==> src/rtl/soc_pkg.sv <==
package soc_pkg;

    // Store sizes
    localparam int QUAD_SLOTS   = 8;
    localparam int CIRCLE_SLOTS = 4;

    // Derived widths
    localparam int QA_W = $clog2(QUAD_SLOTS * 4);     // corner memory address
    localparam int QN_W = $clog2(QUAD_SLOTS + 1);     // quad count
    localparam int EK_W = QN_W + 2;                   // edge count
    localparam int CI_W = $clog2(CIRCLE_SLOTS);       // circle index
    localparam int CN_W = $clog2(CIRCLE_SLOTS + 1);   // circle count

    // Queue between front and back
    localparam int FIFO_DEPTH = 4;
    localparam int FP_W       = $clog2(FIFO_DEPTH);
    localparam int FC_W       = $clog2(FIFO_DEPTH + 1);

    // Configuration register indexes
    localparam logic [1:0] CFG_ACTIVE_QUADS   = 2'd0;
    localparam logic [1:0] CFG_ACTIVE_CIRCLES = 2'd1;

    typedef enum logic [1:0] {
        CMD_QUAD   = 2'd0,
        CMD_CIRCLE = 2'd1,
        CMD_QUERY  = 2'd2,
        CMD_NONE   = 2'd3
    } t_cmd;

    // One queued word
    typedef struct packed {
        t_cmd               cmd;
        logic [2:0]         slot;
        logic [1:0]         corner;
        logic signed [15:0] px;
        logic signed [15:0] py;
        logic signed [15:0] ex;
        logic signed [15:0] ey;
        logic [14:0]        radius;
    } t_word;

    // Queue status seen by both sides
    typedef struct packed {
        logic full;
        logic empty;
    } t_qstat;

    typedef enum logic [2:0] {
        BK_IDLE,
        BK_EDGE,
        BK_DRAIN,
        BK_CIRC,
        BK_DONE
    } t_bstate;

    // Circle test sequence steps
    typedef enum logic [3:0] {
        CS_LOAD, CS_M1, CS_M2, CS_M3, CS_M4, CS_M5,
        CS_M6, CS_M7, CS_M8, CS_M9, CS_EVAL
    } t_cstep;

endpackage

==> src/rtl/soc_fifo.sv <==
module soc_fifo (
    input  logic            i_clk,
    input  logic            i_rst_n,
    input  logic            i_push,
    input  soc_pkg::t_word  i_word,
    input  logic            i_pop,
    output soc_pkg::t_word  o_word,
    output soc_pkg::t_qstat o_qstat
);

    soc_pkg::t_word              r_buf [soc_pkg::FIFO_DEPTH];
    logic [soc_pkg::FP_W-1:0]    r_wp, r_rp;
    logic [soc_pkg::FC_W-1:0]    r_cnt;
    logic                        do_push, do_pop;

    assign o_qstat.full  = (int'(r_cnt) == soc_pkg::FIFO_DEPTH);
    assign o_qstat.empty = (r_cnt == '0);
    assign do_push = i_push && !o_qstat.full;
    assign do_pop  = i_pop && !o_qstat.empty;
    assign o_word  = r_buf[r_rp];

    // Pointers and fill count
    always_ff @(posedge i_clk) begin
        if (!i_rst_n) begin
            r_wp  <= '0;
            r_rp  <= '0;
            r_cnt <= '0;
        end else begin
            if (do_push) r_wp <= r_wp + 1'b1;
            if (do_pop)  r_rp <= r_rp + 1'b1;
            case ({do_push, do_pop})
                2'b10:   r_cnt <= r_cnt + 1'b1;
                2'b01:   r_cnt <= r_cnt - 1'b1;
                default: r_cnt <= r_cnt;
            endcase
        end
    end

    // Payload storage
    always_ff @(posedge i_clk) begin
        if (do_push) r_buf[r_wp] <= i_word;
    end

endmodule

==> config.mk <==
export PLATFORM = sky130hd
export DESIGN_NAME = soc_fifo
export DESIGN_NICKNAME = d
export VERILOG_FILES = /design/src/rtl/soc_pkg.sv /design/src/rtl/soc_fifo.sv
export SDC_FILE = /design/constraint.sdc
export NUM_CORES = 1
export LEC_CHECK = 0
export ABC_CLOCK_PERIOD_IN_PS = 5100
export BUFFER_PORTS_ARGS = -buffer_cell sky130_fd_sc_hd__buf_4
export CORE_MARGIN = 4
export CORE_UTILIZATION = 45
export CTS_CLUSTER_DIAMETER = 120
export DETAILED_ROUTE_END_ITERATION = 16
export PLACE_DENSITY = 0.66
export SYNTH_ARGS = -nofsm -noshare
export SYNTH_HDL_FRONTEND = slang
export SYNTH_SLANG_ARGS = --single-unit
==> constraint.sdc <==
create_clock -name i_clk -period 5.1 [get_ports i_clk]
set_input_delay 0.51 -clock i_clk [delete_from_list [all_inputs] [get_ports i_clk]]
set_output_delay 0.51 -clock i_clk [all_outputs]
set_load 0.01 [all_outputs]
After elaboration in Yosys (flattened, before gate mapping)
Memories as Yosys holds them, arrays and structs flattened. A register that Yosys moved wholly into a read port is not among the register bits. Index checks and enable logic that the tools add are counted.

Word-level logic and storage cells: 22. Flip-flop bits (word level): 7. Bits in writable memories: 344. Memories: 1. Output and inout port bits: 88.

Equal/unequal tests: 3. $add $sub $neg: 4. Mux-type cells: 5. Reduce and logical (&&, ||, !) cells: 6.

Memories: r_buf (depth 4, bits a word 86, read ports 1, clocked after memory_dff 1, write ports 1, RTL line soc_fifo.sv:11) `soc_pkg::t_word r_buf [soc_pkg::FIFO_DEPTH];`.

Operators with widths (number): 3-bit case mux with 2 select lines (1); 2-bit by 1-bit adder with 2-bit output, second input constant (2); 2-bit two-way mux (2); 3-bit by 1-bit adder with 3-bit output, second input constant (1); 3-bit == test, second input constant (1); 3-bit zero test (1); 3-bit by 1-bit subtractor with 3-bit output, second input constant (1); 2-bit by 1-bit == test with 1-bit output, second input constant (1); 2-bit == test, second input constant (1); 1-bit logical AND (2); 1-bit zero test (2); 1-bit two-way mux (2); 2-bit nonzero test (1).

Longest topological paths before layout
Gate-level depths: netlist (run 1).

Depth in word-level cells: 5. Gate-level depth with buffers: 10. Gate-level depth less buffers: 9.

Least setup slack after synthesis (run 1)
No wires, ideal clock.

Path kind: input to register. From: input port i_push. To: memory r_buf[0][0] (netlist name) (enable). Setup time: 0.454 ns. Required time: 4.646 ns. Path slack: 1.758 ns. Arrival: 2.888 ns. Buffers on the path: 1. Stages: 3. Path through: nor2b_1 -> clkbuf_1 -> and2_1.

Word-level cells in the longest chain between the ends: 3.

RTL lines: start, declared (RTL line soc_fifo.sv:4) `input logic i_push,`; 1-bit logical AND (RTL line soc_fifo.sv:18) `assign do_push = i_push && !o_qstat.full;`; 1-bit two-way mux (RTL line soc_fifo.sv:41) `if (do_push) r_buf[r_wp] <= i_word;`; 1-bit two-way mux (implied by the code) (RTL line soc_fifo.sv:41); end, declared (RTL line soc_fifo.sv:11).

Every way passes these cells.

==> impl_metrics.ini, run 1 <==
[final_layout]
multi_input_area_mm2 = 0.002221
regArea_mm2 = 0.01052
antenna-diode-count = 0
stdcell_count = 1106
syn2layout_area_growth_pct = 21.68
nFillCells = 2146
fin_nets = 799
drive_gt1_share_pct = 44.09

[die]
die_h_um = 177.5
io_pins = 178
start_util_pct = 46.03
die_w_um = 177.5
num_rows = 61
die-area_mm2 = 0.03150
core_area_mm2 = 0.02809

[synth]
yosys.area_share.simple_pct = 0.8808
synth_area_leader_cell = edfxtp_1
yosys-top-cells-count = 344 x edfxtp_1, 86 x mux4_2, 10 x buf_2, 9 x dfxtp_1, 7 x nand2_1
synth_edf_count = 344
yosys_warnings = 0
synth-adder-area-share_pct = 0.6388
yosysMostFrequentCell = edfxtp_1
synth.distinct_cells = 23
synth_seq_cells = 353
syn_area_per_cell_um2 = 25.65
synth_top_family_by_area = multiplexers
synth_top_area_share_pct = 79.91
synthArstFlopShare_pct = 0
synth_cells = 504
synth_mux_area_share_pct = 15.14
synth_area_leaders = edfxtp_1 80%, mux4_2 15%, dfxtp_1 1.4%
synth-xor-area-share_pct = 0.1355
syn-num-nets = 600
synth_flop_cell = edfxtp_1
synth_area_mm2 = 0.01293
yosysSeqAreaShare_pct = 81.30
synth_compound_area_share_pct = 0.3097

[global_routing]
grt_max_degree = 68
busiest_layer = met2
grt_pass1_wl_mm = 38.32
grtUsageMet1_pct = 22.25
grt_usage_pct = 16.22
grt_overflow = 0
grt_use_met3_pct = 4.985
grt_pass1_vias = 6346
grt_antenna_before_repair = 2
met2_usage_pct = 25.67

[clock_network]
htreeDepth = 2
cts-root-buf = clkbuf_16
cts_setup_buffers = 0
cts.clk_slew.worst_paths_ns = 0.05
cts_buffers = 36
cts_max_path_buffers = 3
cts_tree = built
cts_hold_buf = 0
ctsResizeCount = 0
clock_sinks = 353
clock_latency_ns = 0.50

[setup_path]
start_kind = flip-flop
crit_type = flip-flop to output pin
end_kind = output pin
reg2reg_slack_ns = 2.32
crit_fanout = 51
reg2regPathDepth = 4
cpMaxStageDelayCell = dfxtp_4
r2r-start = r_cnt[2]$_SDFFE_PN0P_
cp.required_ns = 4.59
r2r_end = r_buf[0][15]$_DFFE_PP_
crit_chain = buf_12 > mux4_2 > buf_4
crit_arrival_ns = 2.75
max_stage_delay_ns = 1.06
worstSetupEndpoint = o_word[83]

[placed_design]
dp.cells = 1043
io_buffers = 177
place_ws_ns = 2.133
dp_hpwl_mm = 15.43
gp_congestion = 0.7133

[power]
power_w = 0.007819
p_leak_nw = 5.242
power_density_mw_per_mm2 = 497.1
max-vdd-ir-drop_v = 0.0003620

[routing]
drt_iter0_drc = 400
drt_first_pass_iters = 4
vias_per_cell = 5.269
via_count = 5827
wl_mm = 25.20
wl_per_cell_um = 22.79
drcViolationCount = 0
ant_nets = 0

[timing]
min_period_ns = 3.259
fin_setup_tns_ns = 0
fin_skew_ns = 0.01122
worstMarginPinSlew_ns = 1.067
slew_violations = 0
post-route-period-util_pct = 63.90
fin_ws_ns = 1.841
maxSlewHeadroom_pct = 28.87
rsz0062_at_grt = no
hold_viol = 0
final-setup-viol-count = 0
clock.fmax_mhz = 306.9

[hold_path]
worstHoldPathType = input pin to flip-flop

[run_status]
status = complete, no violations

[run]
drv_cap = 0
-- worst min-delay path by stage --
stage                     cells after the start  slack, ns                      to            startpoint
after floorplan                               2       0.46               flip-flop  r_rp[0]$_SDFFE_PN0P_
after global routing                          1       0.19  r_buf[2][24]$_DFFE_PP_            i_word[24]
after CTS                                     1       0.18  r_buf[0][55]$_DFFE_PP_            i_word[55]
after global placement                        2       0.47    r_rp[0]$_SDFFE_PN0P_  r_rp[0]$_SDFFE_PN0P_
after detailed placement                      2       0.48               flip-flop  r_rp[0]$_SDFFE_PN0P_
final                                         1       0.21   r_buf[1][9]$_DFFE_PP_             i_word[9]
-- registers in the layout (all words and copies together) (netlist names), named ones only --
name,flops
r_wp,2
r_cnt,3
r_rp,2
r_buf,344
-- final cells by class --
cell class | count | area share, %
sequential | 353 | 66.86
multi-input combinational | 123 | 14.12
inverter | 6 | 0.1432
tap | 378 | 3.007
timing repair buffer | 183 | 8.813
clock buffer | 48 | 6.149
clock inverter | 15 | 0.9068
-- cells in the final DEF (no fill, tap or decap), types with 3 or more instances in the layout --
cell / netlist / routed
o21ai_0: 5 / 5
nand2_1: 7 / 7
inv_1: 6 / 6
and2_4: 0 / 4
bufinv_16: 0 / 3
edfxtp_1: 344 / 344
dfxtp_1: 9 / 7
buf_4: 0 / 182
mux4_2: 86 / 86
clkbuf_16: 0 / 37
clkinv_2: 0 / 6
ha_1: 5 / 5
clkinv_1: 0 / 6
clkbuf_1: 6 / 11
-- critical path, delay by kind of cell (launching register included) --
| family | cells | cell delay, ns |
|---|---|---|
| buffers and inverters | 2 | 0.54 |
| muxes | 1 | 0.59 |
| DFF | 1 | 1.06 |
-- cells by family (layout without fill, tap and decap cells) --
family / Yosys count / after routing
flip-flops: 353 / 353
multiplexers: 88 / 88
buffers and inverters: 28 / 252
AND/OR/NAND/NOR: 20 / 20
AO/OA/AOI/OAI: 7 / 7
adder cells (fa/ha/maj): 6 / 6
XOR/XNOR: 2 / 2
-- where the power goes --
group          internal (W)  switching (W)  total [W]
registers           0.00350       0.000191    0.00369
clock network       0.00148       0.000987    0.00247
logic              0.000902       0.000760    0.00166
total               0.00588        0.00194    0.00782
-- stage by stage --
step / util, % / instance area [µm²] / hold WS (ns)
after CTS: 56.01 / 15730 / 0.1793
after global routing: 56.01 / 15730 / 0.1886
after floorplan: - / 12930 / 0.4609
after detailed placement: 52.05 / 14620 / 0.4824
after global placement: 52.05 / 14620 / 0.4745
final: 56.01 / 15730 / 0.2063
-- metal layers --
layer | up-vias | part of all wire (%)
met1 | 3044 | 42
met5 | - | 0.15
li1 | 2552 | -
met2 | 199 | 49
met3 | 28 | 8.2
met4 | 4 | 1.3
Note: power is estimated with default switching activity, not from simulation.
==> run 2: changes to the inputs <==
--- a/config.mk
+++ b/config.mk
@@ -5,13 +5,14 @@
 export SDC_FILE = /design/constraint.sdc
 export NUM_CORES = 1
 export LEC_CHECK = 0
-export ABC_CLOCK_PERIOD_IN_PS = 5100
+export ABC_AREA = 1
+export ABC_CLOCK_PERIOD_IN_PS = 2800
 export BUFFER_PORTS_ARGS = -buffer_cell sky130_fd_sc_hd__buf_4
 export CORE_MARGIN = 4
 export CORE_UTILIZATION = 45
 export CTS_CLUSTER_DIAMETER = 120
 export DETAILED_ROUTE_END_ITERATION = 16
-export PLACE_DENSITY = 0.66
+export PLACE_DENSITY = 0.68
 export SYNTH_ARGS = -nofsm -noshare
 export SYNTH_HDL_FRONTEND = slang
 export SYNTH_SLANG_ARGS = --single-unit
==> constraint.sdc (replaced) <==
create_clock -name i_clk -period 2.8 [get_ports i_clk]
set_input_delay 0.28 -clock i_clk [delete_from_list [all_inputs] [get_ports i_clk]]
set_output_delay 0.28 -clock i_clk [all_outputs]
set_load 0.01 [all_outputs]
==> run 2 against run 1 <==
Clock power is 89% higher. Via count is 41% higher. Largest cell class unchanged. Die area increased by 2.1%. Highest routed layer is now met4. Critical endpoint is now o_word[7]. Largest power group unchanged.
==> impl_metrics.ini, run 2 <==
[run_status]
status = complete, no violations

[power]
power_w = 0.01464
power_density_mw_per_mm2 = 862.3
max-vdd-ir-drop_v = 0.0006412
p_leak_nw = 6.011

[setup_path]
cpMaxStageDelayCell = buf_12
crit_type = flip-flop to output pin
crit_arrival_ns = 2.19
r2r-start = r_cnt[1]$_SDFFE_PN0P_
reg2reg_slack_ns = 0.74
r2r_end = r_cnt[2]$_SDFFE_PN0P_
worst-path-stages = 4
worst-path-buf-inv = 2
path_delay_family = buffers and inverters
crit_chain = buf_12 > o21ai_0 > o22ai_1 > buf_4
cp.required_ns = 2.52
crit_fanout = 172
reg2regPathDepth = 12
max_stage_delay_ns = 0.53
start_kind = flip-flop
end_kind = output pin

[hold_path]
hold_path.startpoint = i_rst_n
min_to = r_cnt[2]$_SDFFE_PN0P_
worstHoldPathCells = 3
worstHoldPathType = input pin to flip-flop

[placed_design]
dp.cells = 1422
dp_hpwl_mm = 15.04
io_buffers = 177
gp_congestion = 0.7362
place_ws_ns = 0.7419

[timing]
fin_setup_tns_ns = 0
clock.fmax_mhz = 404.4
rsz0062_at_grt = no
fin_ws_ns = 0.3270
fin_skew_ns = 0.02780
slew_violations = 0
maxSlewHeadroom_pct = 51.48
hold_viol = 0
worstMarginPinSlew_ns = 0.7278
final-setup-viol-count = 0
min_period_ns = 2.473
post-route-period-util_pct = 88.32

[final_layout]
top_regs = r_buf (344), r_cnt (3)
fin_nets = 1259
final_common_cell = edfxtp_1
syn2layout_area_growth_pct = 28.60
top_register = r_buf
drive_gt1_share_pct = 21.31
largest_reg_flops = 344
nFillCells = 2249
layout_common_cells = 344 x edfxtp_1, 183 x buf_4, 178 x nor2_1
final_util_pct = 58.85
stdcell_count = 1577

[synth]
yosys_warnings = 0
synth_top_area_share_pct = 78.22
synth_cells = 901
syn_area_per_cell_um2 = 14.66
yosysSeqAreaShare_pct = 79.58
yosys-top-cells-count = 344 x edfxtp_1, 182 x nor2_1, 163 x o21ai_0, 86 x o22ai_1
synth_area_mm2 = 0.01321
synth_seq_cells = 353
syn-num-nets = 997
synth_edf_count = 344
synth_area_leader_cell = edfxtp_1
yosysMostFrequentCell = edfxtp_1
synth_flop_cell = edfxtp_1
synthArstFlopShare_pct = 0
synth.distinct_cells = 20
synth_area_leaders = edfxtp_1 78%, o21ai_0 6.2%, nor2_1 5.2%

[clock_network]
cts_setup_buffers = 0
htreeDepth = 2
cts-root-buf = clkbuf_16
cts_buffers = 37
clock_sinks = 353
clock_latency_ns = 0.52
cts.clk_slew.worst_paths_ns = 0.05
cts_max_path_buffers = 3
cts_tree = built

[die]
start_util_pct = 45.76
io_pins = 178
num_rows = 62
die_h_um = 179.3
die-area_mm2 = 0.03215
core_area_mm2 = 0.02886
die_w_um = 179.3

[global_routing]
grt_antenna_before_repair = 1
grt_pass1_vias = 8207
grt_pass1_wl_mm = 44.20
grt_overflow = 0
grt_usage_pct = 17.43
grt_max_degree = 173

[routing]
drcViolationCount = 0
ant_nets = 0
drt_first_pass_iters = 5
wl_mm = 28.50
vias_per_cell = 5.206
via_count = 8210
drt_iter0_drc = 511
wl_per_cell_um = 18.07

[run]
drv_cap = 0
-- run 2: changes by cell type after synthesis, sizes merged, moves of 8 or more --
| cell | change |
|---|---|
| mux4 | -86 |
| clkbuf | +18 |
| o22ai | +86 |
| inv | +14 |
| buf | +15 |
| o21ai | +169 |
| nand2 | +8 |
| nor2 | +182 |
-- run 2: per-stage QoR --
stage	instance area, µm²	hold slack [ns]
floorplan	13220	0.3789
global placement	14940	0.4814
detailed placement	14940	0.4821
CTS	16980	0.04310
global route	16980	0.07381
finish	16980	0.06197
-- run 2: cells by family after synthesis --
| logic type | after synthesis | share of synthesized area [%] |
|---|---|---|
| AND/OR/NAND/NOR | 202 | 5.789 |
| AO/OA/AOI/OAI | 265 | 10.86 |
| buffers and inverters | 75 | 3.145 |
| adder cells (fa/ha/maj) | 6 | 0.6253 |
| flip-flops | 353 | 79.58 |
-- run 2: final cells by class --
class / instances / area (µm²) / share of cell area [%]
Antenna cell: 1 / 2.502 / 0.01473
Clock buffer: 50 / 1037 / 6.107
Clock inverter: 18 / 142.6 / 0.8398
Inverter: 20 / 80.08 / 0.4715
Multi-Input combinational cell: 473 / 2311 / 13.61
Sequential cell: 353 / 10520 / 61.91
Tap cell: 384 / 480.5 / 2.829
Timing Repair Buffer: 278 / 2415 / 14.22
-- run 2: worst max-delay path by stage --
stage / start / endpoint / slack, ns
global route: flip-flop / o_word[7] / 0.19
CTS: flip-flop / o_word[7] / 0.33
floorplan: r_cnt[1]$_SDFFE_PN0P_ / r_buf[0][0]$_DFFE_PP_ / -0.55
detailed placement: r_cnt[1]$_SDFFE_PN0P_ / r_cnt[2]$_SDFFE_PN0P_ / 0.74
finish: flip-flop / o_word[7] / 0.33
global placement: r_cnt[1]$_SDFFE_PN0P_ / r_cnt[2]$_SDFFE_PN0P_ / 0.77
-- run 2: layer usage --
layer / GRT usage [%] / wire, µm / vias to the layer above
li1: - / - / 3909
met1: 23.62 / 12310 / 3992
met2: 28.41 / 13490 / 257
met3: 3.859 / 1990 / 52
met4: 5.522 / 706 / 0
met5: 0 / 0 / -
-- run 2: worst register-to-register path, cell delays in order, from the launching register on --
cell and delay [ns]:
dfxtp_1 0.32, nor2_1 0.13, nand2_1 0.12, nand2_1 0.37, ha_1 0.24, inv_1 0.07, fa_1 0.37, inv_1 0.07
nand2_1 0.04, nand3_1 0.08, nand2_1 0.06, nand2_1 0.05, nor2_1 0.04
-- run 2: power by group --
part | switching [W] | total, W | internal (W)
clock | 0.00187 | 0.00466 | 0.00279
combinational | 0.00216 | 0.00360 | 0.00144
sequential | 0.000103 | 0.00638 | 0.00628
total | 0.00414 | 0.0146 | 0.0105
-- run 2: timing repair --
| action | in CTS | in global routing |
|---|---|---|
| setup endpoints to repair | 0 | 0 |
| hold buffers | 86 | 0 |
| gates resized for setup | 0 | 0 |
| hold endpoints to repair | 344 | 0 |
